===== src/sv/sqlwn_pkg.sv =====
`timescale 1ns / 1ps
package sqlwn_pkg;

	typedef logic [7:0] byte_t;

	typedef enum logic [3:0] {
		MODE_NORMAL  = 4'd0,
		MODE_SINGLE  = 4'd1,
		MODE_DOUBLE  = 4'd2,
		MODE_BTICK   = 4'd3,
		MODE_BRACKET = 4'd4,
		MODE_DASH    = 4'd5,
		MODE_SLASH   = 4'd6,
		MODE_LINE    = 4'd7,
		MODE_BLOCK   = 4'd8,
		MODE_BSTAR   = 4'd9
	} scan_mode_t;

	localparam int MaxRes = 3;
	localparam int CntW   = 2;

	localparam byte_t CH_SQUOTE = 8'h27;
	localparam byte_t CH_DQUOTE = 8'h22;
	localparam byte_t CH_BTICK  = 8'h60;
	localparam byte_t CH_LBRACK = 8'h5B;
	localparam byte_t CH_RBRACK = 8'h5D;
	localparam byte_t CH_DASH   = 8'h2D;
	localparam byte_t CH_SLASH  = 8'h2F;
	localparam byte_t CH_STAR   = 8'h2A;
	localparam byte_t CH_NL     = 8'h0A;
	localparam byte_t CH_LPAREN = 8'h28;
	localparam byte_t CH_RPAREN = 8'h29;
	localparam byte_t CH_COMMA  = 8'h2C;
	localparam byte_t CH_SPACE  = 8'h20;
	localparam byte_t CH_TAB    = 8'h09;
	localparam byte_t CH_VT     = 8'h0B;
	localparam byte_t CH_FF     = 8'h0C;
	localparam byte_t CH_CR     = 8'h0D;

	typedef struct packed {
		scan_mode_t mode;
		logic       space_pending;
		logic       any_emitted;
	} scan_state_t;

	localparam scan_state_t SCAN_RESET = '{mode: MODE_NORMAL, space_pending: 1'b0,
		any_emitted: 1'b0};

	// results of one byte, handed to the result buffer
	typedef struct packed {
		byte_t [MaxRes-1:0] bytes;
		logic [CntW-1:0]    cnt;
		logic               has_byte;
		logic               done;
	} step_res_t;

	typedef struct packed {
		scan_state_t        st;
		byte_t [MaxRes-1:0] bytes;
		logic [CntW-1:0]    n;
	} emit_acc_t;

	function automatic logic is_ws(byte_t c);
		return c == CH_SPACE || c == CH_TAB || c == CH_NL || c == CH_VT ||
			c == CH_FF || c == CH_CR;
	endfunction

	function automatic emit_acc_t put_byte(emit_acc_t a, byte_t c);
		emit_acc_t r;
		r = a;
		if (r.n < CntW'(MaxRes)) begin
			r.bytes[r.n] = c;
			r.n = r.n + 1'b1;
		end
		r.st.any_emitted = 1'b1;
		return r;
	endfunction

	function automatic emit_acc_t plain_char(emit_acc_t a, byte_t c);
		emit_acc_t r;
		r = a;
		if (r.st.space_pending && r.st.any_emitted)
			r = put_byte(r, CH_SPACE);
		r.st.space_pending = 1'b0;
		r = put_byte(r, c);
		return r;
	endfunction

	function automatic emit_acc_t normal_byte(emit_acc_t a, byte_t c);
		emit_acc_t r;
		r = a;
		r.st.mode = MODE_NORMAL;
		if (c == CH_SQUOTE) begin
			r = plain_char(r, c);
			r.st.mode = MODE_SINGLE;
		end else if (c == CH_DQUOTE) begin
			r = plain_char(r, c);
			r.st.mode = MODE_DOUBLE;
		end else if (c == CH_BTICK) begin
			r = plain_char(r, c);
			r.st.mode = MODE_BTICK;
		end else if (c == CH_LBRACK) begin
			r = plain_char(r, c);
			r.st.mode = MODE_BRACKET;
		end else if (is_ws(c)) begin
			r.st.space_pending = 1'b1;
		end else if (c == CH_DASH) begin
			r.st.mode = MODE_DASH;
		end else if (c == CH_SLASH) begin
			r.st.mode = MODE_SLASH;
		end else if (c == CH_LPAREN || c == CH_RPAREN || c == CH_COMMA) begin
			r.st.space_pending = 1'b0;
			r = put_byte(r, c);
		end else begin
			r = plain_char(r, c);
		end
		return r;
	endfunction

endpackage


===== src/sv/sqlwn_if.sv =====
`timescale 1ns / 1ps
interface sqlwn_in_if;
	logic       valid;
	logic       ready;
	logic [7:0] text_byte;
	logic       end_of_text;

	modport source (output valid, output text_byte, output end_of_text, input ready);
	modport sink (input valid, input text_byte, input end_of_text, output ready);
endinterface

interface sqlwn_out_if;
	logic       valid;
	logic       ready;
	logic [7:0] out_byte;
	logic       has_byte;
	logic       text_done;
	logic       last_of_run;

	modport source (output valid, output out_byte, output has_byte, output text_done,
		output last_of_run, input ready);
	modport sink (input valid, input out_byte, input has_byte, input text_done,
		input last_of_run, output ready);
endinterface


===== src/sv/sqlwn_step.sv =====
`timescale 1ns / 1ps
module sqlwn_step (
	input  sqlwn_pkg::scan_state_t st,
	input  sqlwn_pkg::byte_t       c,
	input  logic                   eot,
	output sqlwn_pkg::step_res_t   res,
	output sqlwn_pkg::scan_state_t st_next
);
	import sqlwn_pkg::*;

	emit_acc_t acc;

	always_comb begin
		acc = '0;
		acc.st = st;
		unique case (st.mode)
			MODE_SINGLE: begin
				acc = put_byte(acc, c);
				if (c == CH_SQUOTE) acc.st.mode = MODE_NORMAL;
			end
			MODE_DOUBLE: begin
				acc = put_byte(acc, c);
				if (c == CH_DQUOTE) acc.st.mode = MODE_NORMAL;
			end
			MODE_BTICK: begin
				acc = put_byte(acc, c);
				if (c == CH_BTICK) acc.st.mode = MODE_NORMAL;
			end
			MODE_BRACKET: begin
				acc = put_byte(acc, c);
				if (c == CH_RBRACK) acc.st.mode = MODE_NORMAL;
			end
			MODE_DASH: begin
				if (c == CH_DASH) begin
					acc.st.mode = MODE_LINE;
				end else begin
					acc = plain_char(acc, CH_DASH);
					acc = normal_byte(acc, c);
				end
			end
			MODE_SLASH: begin
				if (c == CH_STAR) begin
					acc.st.mode = MODE_BLOCK;
				end else begin
					acc = plain_char(acc, CH_SLASH);
					acc = normal_byte(acc, c);
				end
			end
			MODE_LINE: begin
				if (c == CH_NL) begin
					acc.st.mode = MODE_NORMAL;
					acc.st.space_pending = 1'b1;
				end
			end
			MODE_BLOCK: begin
				if (c == CH_STAR) acc.st.mode = MODE_BSTAR;
			end
			MODE_BSTAR: begin
				if (c == CH_SLASH) begin
					acc.st.mode = MODE_NORMAL;
					acc.st.space_pending = 1'b1;
				end else if (c != CH_STAR) begin
					acc.st.mode = MODE_BLOCK;
				end
			end
			default: acc = normal_byte(acc, c);
		endcase

		// a dash or slash still held at the end goes out as a plain byte
		if (eot) begin
			if (acc.st.mode == MODE_DASH) acc = plain_char(acc, CH_DASH);
			else if (acc.st.mode == MODE_SLASH) acc = plain_char(acc, CH_SLASH);
		end
	end

	always_comb begin
		res.done = eot;
		if (eot && acc.n == '0) begin
			// bare end marker
			res.bytes    = '0;
			res.cnt      = CntW'(1);
			res.has_byte = 1'b0;
		end else begin
			res.bytes    = acc.bytes;
			res.cnt      = acc.n;
			res.has_byte = 1'b1;
		end
		st_next = eot ? SCAN_RESET : acc.st;
	end

endmodule


===== src/sv/sqlwn_res_buf.sv =====
`timescale 1ns / 1ps
module sqlwn_res_buf (
	input  logic                 clk,
	input  logic                 arst_n,
	input  logic                 load,
	input  sqlwn_pkg::step_res_t res,
	output logic                 free,
	sqlwn_out_if.source          text_out
);
	import sqlwn_pkg::*;

	logic               valid_q;
	logic [CntW-1:0]    idx_q;
	logic [CntW-1:0]    idx_inc;
	byte_t [MaxRes-1:0] bytes_q;
	logic [CntW-1:0]    cnt_q;
	logic               has_q;
	logic               done_q;
	logic               last;
	logic               fire;

	assign idx_inc = idx_q + 1'b1;
	assign last    = idx_inc == cnt_q;
	assign fire    = valid_q && text_out.ready;
	assign free    = !valid_q || (fire && last);

	always_ff @(posedge clk or negedge arst_n) begin
		if (!arst_n) begin
			valid_q <= 1'b0;
			idx_q   <= '0;
		end else if (load) begin
			valid_q <= 1'b1;
			idx_q   <= '0;
		end else if (fire) begin
			if (last) valid_q <= 1'b0;
			else idx_q <= idx_inc;
		end
	end

	always_ff @(posedge clk) begin
		if (load) begin
			bytes_q <= res.bytes;
			cnt_q   <= res.cnt;
			has_q   <= res.has_byte;
			done_q  <= res.done;
		end
	end

	assign text_out.valid       = valid_q;
	assign text_out.out_byte    = has_q ? bytes_q[idx_q] : '0;
	assign text_out.has_byte    = has_q;
	assign text_out.last_of_run = last;
	assign text_out.text_done   = done_q && last;

endmodule


===== src/sv/sql_text_whitespace_normalizer.sv =====
`timescale 1ns / 1ps
// channel    dir  beat payload
// text_in    in   text_byte[7:0], end_of_text
// text_out   out  out_byte[7:0], has_byte, text_done, last_of_run
//
// one input byte per cycle when not stalled; a byte with more than one
// result (at most three) holds the input while the result buffer drains
// first result beat is offered via the input register and result buffer
// reset clears the scanner state and both valid flags
// text_in stalls only while the byte in the input register has results
// and the result buffer has not yet handed out its last beat
module sql_text_whitespace_normalizer (
	input logic         clk,
	input logic         arst_n,
	sqlwn_in_if.sink    text_in,
	sqlwn_out_if.source text_out
);
	import sqlwn_pkg::*;

	logic        valid_s1;
	byte_t       byte_s1;
	logic        end_s1;
	scan_state_t st_q;
	scan_state_t st_next;
	step_res_t   res;
	logic        buf_free;
	logic        advance;
	logic        load;

	sqlwn_step u_step (
		.st      (st_q),
		.c       (byte_s1),
		.eot     (end_s1),
		.res     (res),
		.st_next (st_next)
	);

	// bytes with no result move on without touching the buffer
	assign advance = valid_s1 && (res.cnt == '0 || buf_free);
	assign load    = valid_s1 && res.cnt != '0 && buf_free;

	assign text_in.ready = !valid_s1 || advance;

	always_ff @(posedge clk or negedge arst_n) begin
		if (!arst_n) begin
			valid_s1 <= 1'b0;
			st_q     <= SCAN_RESET;
		end else begin
			if (text_in.ready) valid_s1 <= text_in.valid;
			if (advance) st_q <= st_next;
		end
	end

	always_ff @(posedge clk) begin
		if (text_in.valid && text_in.ready) begin
			byte_s1 <= text_in.text_byte;
			end_s1  <= text_in.end_of_text;
		end
	end

	sqlwn_res_buf u_res_buf (
		.clk      (clk),
		.arst_n   (arst_n),
		.load     (load),
		.res      (res),
		.free     (buf_free),
		.text_out (text_out)
	);

endmodule


===== src/flat_wrapper.sv =====
// flat-port wrapper written by rule: the top's interface ports become plain ports
module sql_text_whitespace_normalizer_flat import sqlwn_pkg::*;
  (clk, arst_n, text_in_valid, text_in_text_byte, text_in_end_of_text, text_in_ready, text_out_valid, text_out_out_byte, text_out_has_byte, text_out_text_done, text_out_last_of_run, text_out_ready);
  sqlwn_in_if text_in_i ();
  sqlwn_out_if text_out_i ();
  input logic clk;
  input logic arst_n;
  input wire logic [$bits(text_in_i.valid)-1:0] text_in_valid;
  input wire logic [$bits(text_in_i.text_byte)-1:0] text_in_text_byte;
  input wire logic [$bits(text_in_i.end_of_text)-1:0] text_in_end_of_text;
  output wire logic [$bits(text_in_i.ready)-1:0] text_in_ready;
  output wire logic [$bits(text_out_i.valid)-1:0] text_out_valid;
  output wire logic [$bits(text_out_i.out_byte)-1:0] text_out_out_byte;
  output wire logic [$bits(text_out_i.has_byte)-1:0] text_out_has_byte;
  output wire logic [$bits(text_out_i.text_done)-1:0] text_out_text_done;
  output wire logic [$bits(text_out_i.last_of_run)-1:0] text_out_last_of_run;
  input wire logic [$bits(text_out_i.ready)-1:0] text_out_ready;
  assign text_in_i.valid = text_in_valid;
  assign text_in_i.text_byte = text_in_text_byte;
  assign text_in_i.end_of_text = text_in_end_of_text;
  assign text_in_ready = text_in_i.ready;
  assign text_out_valid = text_out_i.valid;
  assign text_out_out_byte = text_out_i.out_byte;
  assign text_out_has_byte = text_out_i.has_byte;
  assign text_out_text_done = text_out_i.text_done;
  assign text_out_last_of_run = text_out_i.last_of_run;
  assign text_out_i.ready = text_out_ready;
  sql_text_whitespace_normalizer u_core (.clk(clk), .arst_n(arst_n), .text_in(text_in_i), .text_out(text_out_i));
endmodule

===== config.mk =====
export PLATFORM = sky130hd
export DESIGN_NAME = sql_text_whitespace_normalizer_flat
export DESIGN_NICKNAME = d
export VERILOG_FILES = /design/src/sv/sqlwn_pkg.sv /design/src/sv/sqlwn_if.sv /design/src/sv/sqlwn_step.sv /design/src/sv/sqlwn_res_buf.sv /design/src/sv/sql_text_whitespace_normalizer.sv /design/src/flat_wrapper.sv
export SDC_FILE = /design/constraint.sdc
export NUM_CORES = 1
export LEC_CHECK = 0
export BUFFER_PORTS_ARGS = -buffer_cell sky130_fd_sc_hd__buf_4
export CAP_MARGIN = 20
export CORE_ASPECT_RATIO = 0.75
export CORE_MARGIN = 8
export CORE_UTILIZATION = 40
export CTS_BUF_LIST = sky130_fd_sc_hd__clkbuf_8
export CTS_CLUSTER_SIZE = 20
export DETAILED_ROUTE_END_ITERATION = 7
export HOLD_SLACK_MARGIN = 0.15
export PLACE_DENSITY_LB_ADDON = 0.12
export SLEW_MARGIN = 5
export SYNTH_ARGS = -nofsm -noshare
export SYNTH_HDL_FRONTEND = slang
export SYNTH_SLANG_ARGS = --single-unit

===== constraint.sdc =====
create_clock -name clk -period 4.7 [get_ports clk]
set_clock_uncertainty 0.05 [all_clocks]
set_input_delay 0.47 -clock clk [delete_from_list [all_inputs] [get_ports clk]]
set_output_delay 0.47 -clock clk [all_outputs]
set_load 0.01 [all_outputs]

# After elaboration in Yosys (flattened, before gate mapping)
# Index checks and enable logic that the tools add are counted.
dict set report classes {
  addsub 13
  multipliers 0
  div_mod_pow 0
  order_cmp 37
  n_eq_ne 31
  shifts 0
  n_mux 161
  n_bitwise 15
  n_reduce_logical 45
}
# cell count
set op_table {}
lappend op_table {{32-bit two-way mux} 47}
lappend op_table {{26-bit two-way mux} 34}
lappend op_table {{28-bit two-way mux} 7}
lappend op_table {{8-bit demux with 2-bit select} 12}
lappend op_table {{24-bit bitwise mux} 7}
lappend op_table {{27-bit two-way mux} 5}
lappend op_table {{8-bit two-way mux} 15}
lappend op_table {{27-bit one-hot mux with 4 select lines} 1}
lappend op_table {{8-bit by 6-bit == test with 1-bit output, second input constant} 9}
lappend op_table {{4-bit two-way mux} 17}
lappend op_table {{8-bit by 4-bit == test with 1-bit output, second input constant} 5}
lappend op_table {{2-bit by 3-bit < comparator with 1-bit output, second input constant} 13}
lappend op_table {{4-bit one-hot mux with 9 select lines} 1}
lappend op_table {{15-bit bitwise OR} 2}
lappend op_table {{2-bit by 1-bit adder with 2-bit output, second input constant} 13}
lappend op_table {{12-bit AND} 2}
lappend op_table {{4-bit by 3-bit == test with 1-bit output, second input constant} 6}
lappend op_table {{8-bit by 7-bit == test with 1-bit output, second input constant} 3}
lappend op_table {{2-bit by 1-bit greater-or-equal comparator with 1-bit output, second input constant} 12}
lappend op_table {{2-bit < comparator, second input constant} 12}
lappend op_table {{12-bit NOT} 2}
lappend op_table {{12-bit bitwise OR} 2}
lappend op_table {{1-bit logical AND} 22}
lappend op_table {{21-bit AND} 1}
lappend op_table {{26 further kinds} 52}
dict set report word_totals {
  ff_bits 47
  latch_bits 0
  ram_bits 0
  rom_bits 0
  in_bits 13
  word_cells 316
  mem_count 0
}

# Longest topological paths before layout
dict set report logic_depth {
  ltp_word 66
  ltp_mapped 14
}

# Modules after synthesis
# From an unflattened synthesis, not the netlist that was laid out.
dict set report hier_totals {
  cells_unflattened 380
  area_unflattened_um2 3513.4
}
# mod n_inst cells_each area_each_um2
set by_module_without_submodules {}
lappend by_module_without_submodules {sqlwn_step 1 263 1659.1}
lappend by_module_without_submodules {sqlwn_res_buf 1 86 1283.7}
lappend by_module_without_submodules {sql_text_whitespace_normalizer 1 31 570.5}

# Worst setup path after synthesis
# Ideal clock, no wire load.
dict set report synth_timing {
  path_kind {register -> register}
  startpoint {register u_core.byte_s1[7]}
  endpoint {register u_core.u_res_buf.bytes_q[0] in the netlist's numbering (enable)}
  setup_time_ps 422
  t_arrival_ps 3708
  path_slack_ps 520
  stages_incl_launch_ff 11
  cell_sequence {edfxtp_1 -> buf_6 -> or4b_4 -> buf_6 -> nor3_1 -> ha_1 -> nor2_1 -> a221oi_4 -> nand3_1 -> nand2_1 -> a21oi_1}
}
dict set report synth_between {
  elab_chain_cells 30
  elab_cells_between_ends 100
}
# item line_no
set synth_rtl {}
lappend synth_rtl {{from (decl)} sql_text_whitespace_normalizer.sv:21} ;# byte_t byte_s1;
lappend synth_rtl {{from (signal assigned)} sql_text_whitespace_normalizer.sv:56} ;# byte_s1 <= text_in.text_byte;
lappend synth_rtl {{8-bit by 6-bit == test with 1-bit output / 8-bit by 4-bit == test with 1-bit output (equally long branches)} sqlwn_pkg.sv:64} ;# return c == CH_SPACE || c == CH_TAB || c == CH_NL || c == CH_VT ||
lappend synth_rtl {{1-bit logical OR (4 in a row)} sqlwn_pkg.sv:64}
lappend synth_rtl {{1-bit logical OR} sqlwn_pkg.sv:65} ;# c == CH_FF || c == CH_CR;
lappend synth_rtl {{27-bit two-way mux} sqlwn_pkg.sv:105} ;# end else if (is_ws(c)) begin
lappend synth_rtl {{32-bit two-way mux} sqlwn_pkg.sv:102} ;# end else if (c == CH_LBRACK) begin
lappend synth_rtl {{32-bit two-way mux} sqlwn_pkg.sv:99} ;# end else if (c == CH_BTICK) begin
lappend synth_rtl {{32-bit two-way mux} sqlwn_pkg.sv:96} ;# end else if (c == CH_DQUOTE) begin
lappend synth_rtl {{32-bit two-way mux} sqlwn_pkg.sv:93} ;# if (c == CH_SQUOTE) begin
lappend synth_rtl {{[11 not listed]} n/a}
lappend synth_rtl {{32-bit two-way mux} sqlwn_step.sv:71} ;# if (acc.st.mode == MODE_DASH) acc = plain_char(acc, CH_DASH);
lappend synth_rtl {{32-bit two-way mux (*)} sqlwn_step.sv:70} ;# if (eot) begin
lappend synth_rtl {{2-bit logical NOT} sqlwn_step.sv:78} ;# if (eot && acc.n == '0) begin
lappend synth_rtl {{1-bit logical AND} sqlwn_step.sv:78}
lappend synth_rtl {{3-bit two-way mux (*)} sqlwn_step.sv:78}
lappend synth_rtl {{2-bit nonzero test (*)} sql_text_whitespace_normalizer.sv:40} ;# assign load = valid_s1 && res.cnt != '0 && buf_free;
lappend synth_rtl {{1-bit logical AND (*) (2 in a row)} sql_text_whitespace_normalizer.sv:40}
lappend synth_rtl {{via u_core.load} sql_text_whitespace_normalizer.sv:28} ;# logic load;
lappend synth_rtl {{to (signal assigned)} sqlwn_res_buf.sv:42} ;# bytes_q <= res.bytes;
lappend synth_rtl {{to (decl)} sqlwn_res_buf.sv:15} ;# byte_t [MaxRes-1:0] bytes_q;
# The timed path passes the listed nets; every way through them passes the cells marked *. The select of a mux whose other input is x is not followed.
# A chain may end at the register's enable or synchronous reset.

# Worst setup path after layout
dict set report layout_timing {
  startpoint {register u_core.byte_s1[6]}
  endpoint {output text_in_ready}
}
dict set report layout_between {
  elab_chain_cells 31
  elab_cells_between_ends 101
}
# item line_no
set layout_rtl {}
lappend layout_rtl {{8-bit by 6-bit == test with 1-bit output / 8-bit by 4-bit == test with 1-bit output (equally long branches)} sqlwn_pkg.sv:64}
lappend layout_rtl {{1-bit logical OR (4 in a row)} sqlwn_pkg.sv:64}
lappend layout_rtl {{1-bit logical OR} sqlwn_pkg.sv:65}
lappend layout_rtl {{27-bit two-way mux} sqlwn_pkg.sv:105}
lappend layout_rtl {{32-bit two-way mux} sqlwn_pkg.sv:102}
lappend layout_rtl {{32-bit two-way mux} sqlwn_pkg.sv:99}
lappend layout_rtl {{32-bit two-way mux} sqlwn_pkg.sv:96}
lappend layout_rtl {{32-bit two-way mux} sqlwn_pkg.sv:93}
lappend layout_rtl {{[12 not listed]} n/a}
lappend layout_rtl {{32-bit two-way mux (*)} sqlwn_step.sv:70}
lappend layout_rtl {{2-bit logical NOT} sqlwn_step.sv:78}
lappend layout_rtl {{1-bit logical AND} sqlwn_step.sv:78}
lappend layout_rtl {{3-bit two-way mux (*)} sqlwn_step.sv:78}
lappend layout_rtl {{2-bit logical NOT (*)} sql_text_whitespace_normalizer.sv:39} ;# assign advance = valid_s1 && (res.cnt == '0 || buf_free);
lappend layout_rtl {{1-bit logical OR (*)} sql_text_whitespace_normalizer.sv:39}
lappend layout_rtl {{1-bit logical AND (*)} sql_text_whitespace_normalizer.sv:39}
lappend layout_rtl {{1-bit logical OR (*)} sql_text_whitespace_normalizer.sv:42} ;# assign text_in.ready = !valid_s1 || advance;
lappend layout_rtl {{to (decl)} flat_wrapper.sv:11} ;# output wire logic [$bits(text_in_i.ready)-1:0] text_in_ready;
# Every way passes the cells marked *; elsewhere a longest branch is shown, timed or not. The select of a mux whose other input is x is not followed.

==> flow_summary.yaml <==
outcome:
  status: "complete, no violations"
logic_synthesis:
  synth-xor-area-share_pct: 0.7471
  syn-cell-area_sq_um: 3517
  yosys_warnings: 0
  syn_inst: 372
  synth_commonest_cells: "nand2_1 (42), edfxtp_1 (37), o21ai_0 (22)"
  synth-simple-area-share_pct: 26.68
  synth-seq-cells: 47
  synth_compound_area_share_pct: 24.58
  synth.area.top_cells: "edfxtp_1 (32%), dfrtp_1 (7.1%), nand2_1 (4.5%)"
  synthMuxAreaShare_pct: 3.451
  avgSynthCellArea_sq_um: 9.455
  async_flop_share_pct: 21.28
  yosysMostFrequentCell: "nand2_1"
  synth_cell_type_count: 80
  synth_top_family_by_area: "simple AND/OR/NAND/NOR gates"
  syn-num-nets: 386
  synth_top_area_share_pct: 31.59
  yosys.area.top_type: "edfxtp_1"
  yosys.area_share.adder_pct: 0.3557
  ys.flop_type: "edfxtp_1"
  ys_seq_area_share_pct: 38.71
  synth_edf_count: 37
route:
  wl_um: 9434
  wl_met3_um: 765
  drt-met1-wl_um: 4835
  drc: 0
  drt-pass1-iter-count: 5
  highest_layer: "met4"
  final_antenna_net_count: 0
  wl_met2_um: 3758
  drt-initial-drc-count: 341
  viasPerCell: 6.254
  vias: 3058
  wl_per_cell_um: 19.29
floorplan:
  die_w_um: 124.3
  start_util_pct: 41.42
  ios: 26
  coreArea_sq_um: 8491
  die_h_um: 97.21
  die_area_sq_um: 12080
  rows: 29
timing:
  max_slew.worst_pin.slew_ps: 825.8
  final-setup-viol-count: 0
  finalSetupTns_ps: 0
  fin_crit_ps: 4182
  finalMaxSlewViolations: 0
  max_slew_margin_pct: 44.95
  max_freq_mhz: 239.1
  rsz0062_at_grt: "false"
  hold_violations: 0
  fin_crit_sh_pct: 88.97
clock_tree:
  cts_sinks: 47
  clk_path_buf_depth: 2
  clkLatencyLatePin_ps: 300
  cts_resized: 0
  cts_tree: "yes"
  htreeDepth: 2
  cts_inserted_buffers: 5
  cts.clk_slew.worst_paths_ps: 90
  clock-root-buffer: "clkbuf_8"
placed_design:
  dpl.hpwl_um: 6921
  port_buffers: 25
  gp_congestion: 0.9326
min_path:
  hold_start: "text_in_text_byte[4]"
  hold_path.class: "in -> reg"
global_routing:
  antenna_found_initial: 0
  grt_max_degree: 29
  grt_pass1_wl_um: 15010
  grt_overflow: 0
  grt_usage_pct: 15.03
  grt_pass1_vias: 2718
setup_path:
  worstSetupStartpointType: "register"
  crit_arrival_ps: 3660
  crit_type: "reg -> out"
  endpoint_kind: "output port"
  cp-startpoint: "u_core.byte_s1[6]$_DFFE_PP_"
  rr_startpoint: "u_core.byte_s1[6]$_DFFE_PP_"
  worstPathMaxFanout: 14
  critPathRequiredTime_ps: 4180
power:
  p_leak_nw: 1.298
  powerDensity_nw_per_um2: 697.4
  power_mw: 2.660
  max-vdd-ir-drop_uv: 384.8
finish:
  area_delta_synth_final_pct: 8.431
  diodes: 0
  nFillCells: 827
  nets: 394
  seqCellArea_sq_um: 1361
  multi_input_area_sq_um: 1967
  drive_gt1_share_pct: 16.80
flow_run:
  cap_viol_max_count: 0
==> stage by stage <==
| step | instances | setup slack, ps | utilization (%) | area [sq um] | hold slack [ps] |
|---|---|---|---|---|---|
| finish | 489 | 518.5 | 44.92 | 3814 | 291.4 |
| global route | 489 | 218.1 | 44.92 | 3814 | 267.7 |
| floorplan | 372 | 519.7 | - | 3517 | 124.4 |
| CTS | 489 | 588.6 | 44.92 | 3814 | 273.7 |
| detailed placement | 480 | 864.3 | 43.75 | 3715 | 258.6 |
| global placement | 480 | 831.6 | 43.75 | 3715 | 255.8 |
==> worst max-delay path: stages, from the launching register on <==
cell	delay, ps
edfxtp_1	620
or4b_4	670
nor3_1	560
ha_1	250
a221oi_1	40
o211ai_1	220
o211a_1	410
nand3_1	190
nor3b_1	210
inv_1	60
buf_4	110
==> metal layers <==
metal,vias up,GRT usage (%)
met4,0,2.585
met2,149,20.40
li1,1448,-
met3,10,3.762
met5,-,0
met1,1451,23.02
==> placed cells by master, fill, tap and decap left out, types with 4 or more instances in the layout <==
| cell | instances |
|---|---|
| nand2_1 | 42 |
| edfxtp_1 | 37 |
| buf_4 | 29 |
| o21ai_0 | 22 |
| a31oi_1 | 16 |
| nor2_1 | 14 |
| a21oi_1 | 14 |
| and2_1 | 13 |
| nor3_1 | 11 |
| mux2i_1 | 11 |
| nand3_1 | 11 |
| dfrtp_1 | 10 |
| nor2b_1 | 8 |
| o22ai_1 | 8 |
| inv_1 | 8 |
| nand2b_1 | 6 |
| a21o_1 | 5 |
| o2bb2ai_1 | 5 |
| clkbuf_8 | 5 |
| nand3b_1 | 4 |
| nor3b_1 | 4 |
| a32oi_1 | 4 |
==> cell families after synthesis <==
group | Yosys count
xor+xnor | 3
buf+inv | 38
mux | 12
fa+ha+maj | 1
flops | 47
simple gates | 152
compound gates | 119
==> state kept, by name, summed over array words and instances (netlist names) <==
| name | count |
|---|---|
| u_core.u_res_buf.done_q | 1 |
| u_core.st_q | 6 |
| u_core.u_res_buf.idx_q | 2 |
| u_core.valid_s1 | 1 |
| u_core.byte_s1 | 8 |
| u_core.u_res_buf.text_out.valid | 1 |
| u_core.u_res_buf.cnt_q | 2 |
| u_core.u_res_buf.bytes_q | 24 |
| u_core.end_s1 | 1 |
| u_core.u_res_buf.text_out.has_byte | 1 |
==> layout make-up <==
| cell class | instances | area share (%) |
|---|---|---|
| clock inverters | 3 | 0.5249 |
| repair buffers | 30 | 5.971 |
| inverters | 9 | 0.8858 |
| flip-flops and latches | 47 | 35.70 |
| multi-input cells | 287 | 51.57 |
| well taps | 108 | 3.543 |
| clock buffers | 5 | 1.804 |
==> power by group <==
part / leakage [nW] / total [mW] / internal, mW / switching [mW]
registers: 0.467 / 0.965 / 0.686 / 0.279
clock network: 0.0418 / 0.244 / 0.104 / 0.140
logic: 0.790 / 1.45 / 0.598 / 0.853
total: 1.30 / 2.66 / 1.39 / 1.27
==> path summary, 6_finish.rpt <==
path                                                               end  slack, ps  depth (start not counted)
max                                                      text_in_ready        520                         10
min                                        u_core.byte_s1[4]$_DFFE_PP_        290                          1
max reg2reg                 u_core.u_res_buf.bytes_q[22]$_SDFFCE_PP0P_        760                          9
min reg2reg                                 u_core.st_q[5]$_DFFE_PN0P_        550                          1
max in group asynchronous  u_core.u_res_buf.text_out.valid$_DFFE_PN0P_       3970                          2
min in group asynchronous        u_core.u_res_buf.idx_q[0]$_DFFE_PN0P_        480                          2
==> repair_timing <==
item                                    in CTS  in global routing
endpoints found under the setup margin       0                  0
setup buffers                                0                  0
hold endpoints to repair                    10                  0
hold buffers                                 1                  0
(Power assumes the default switching activity.)
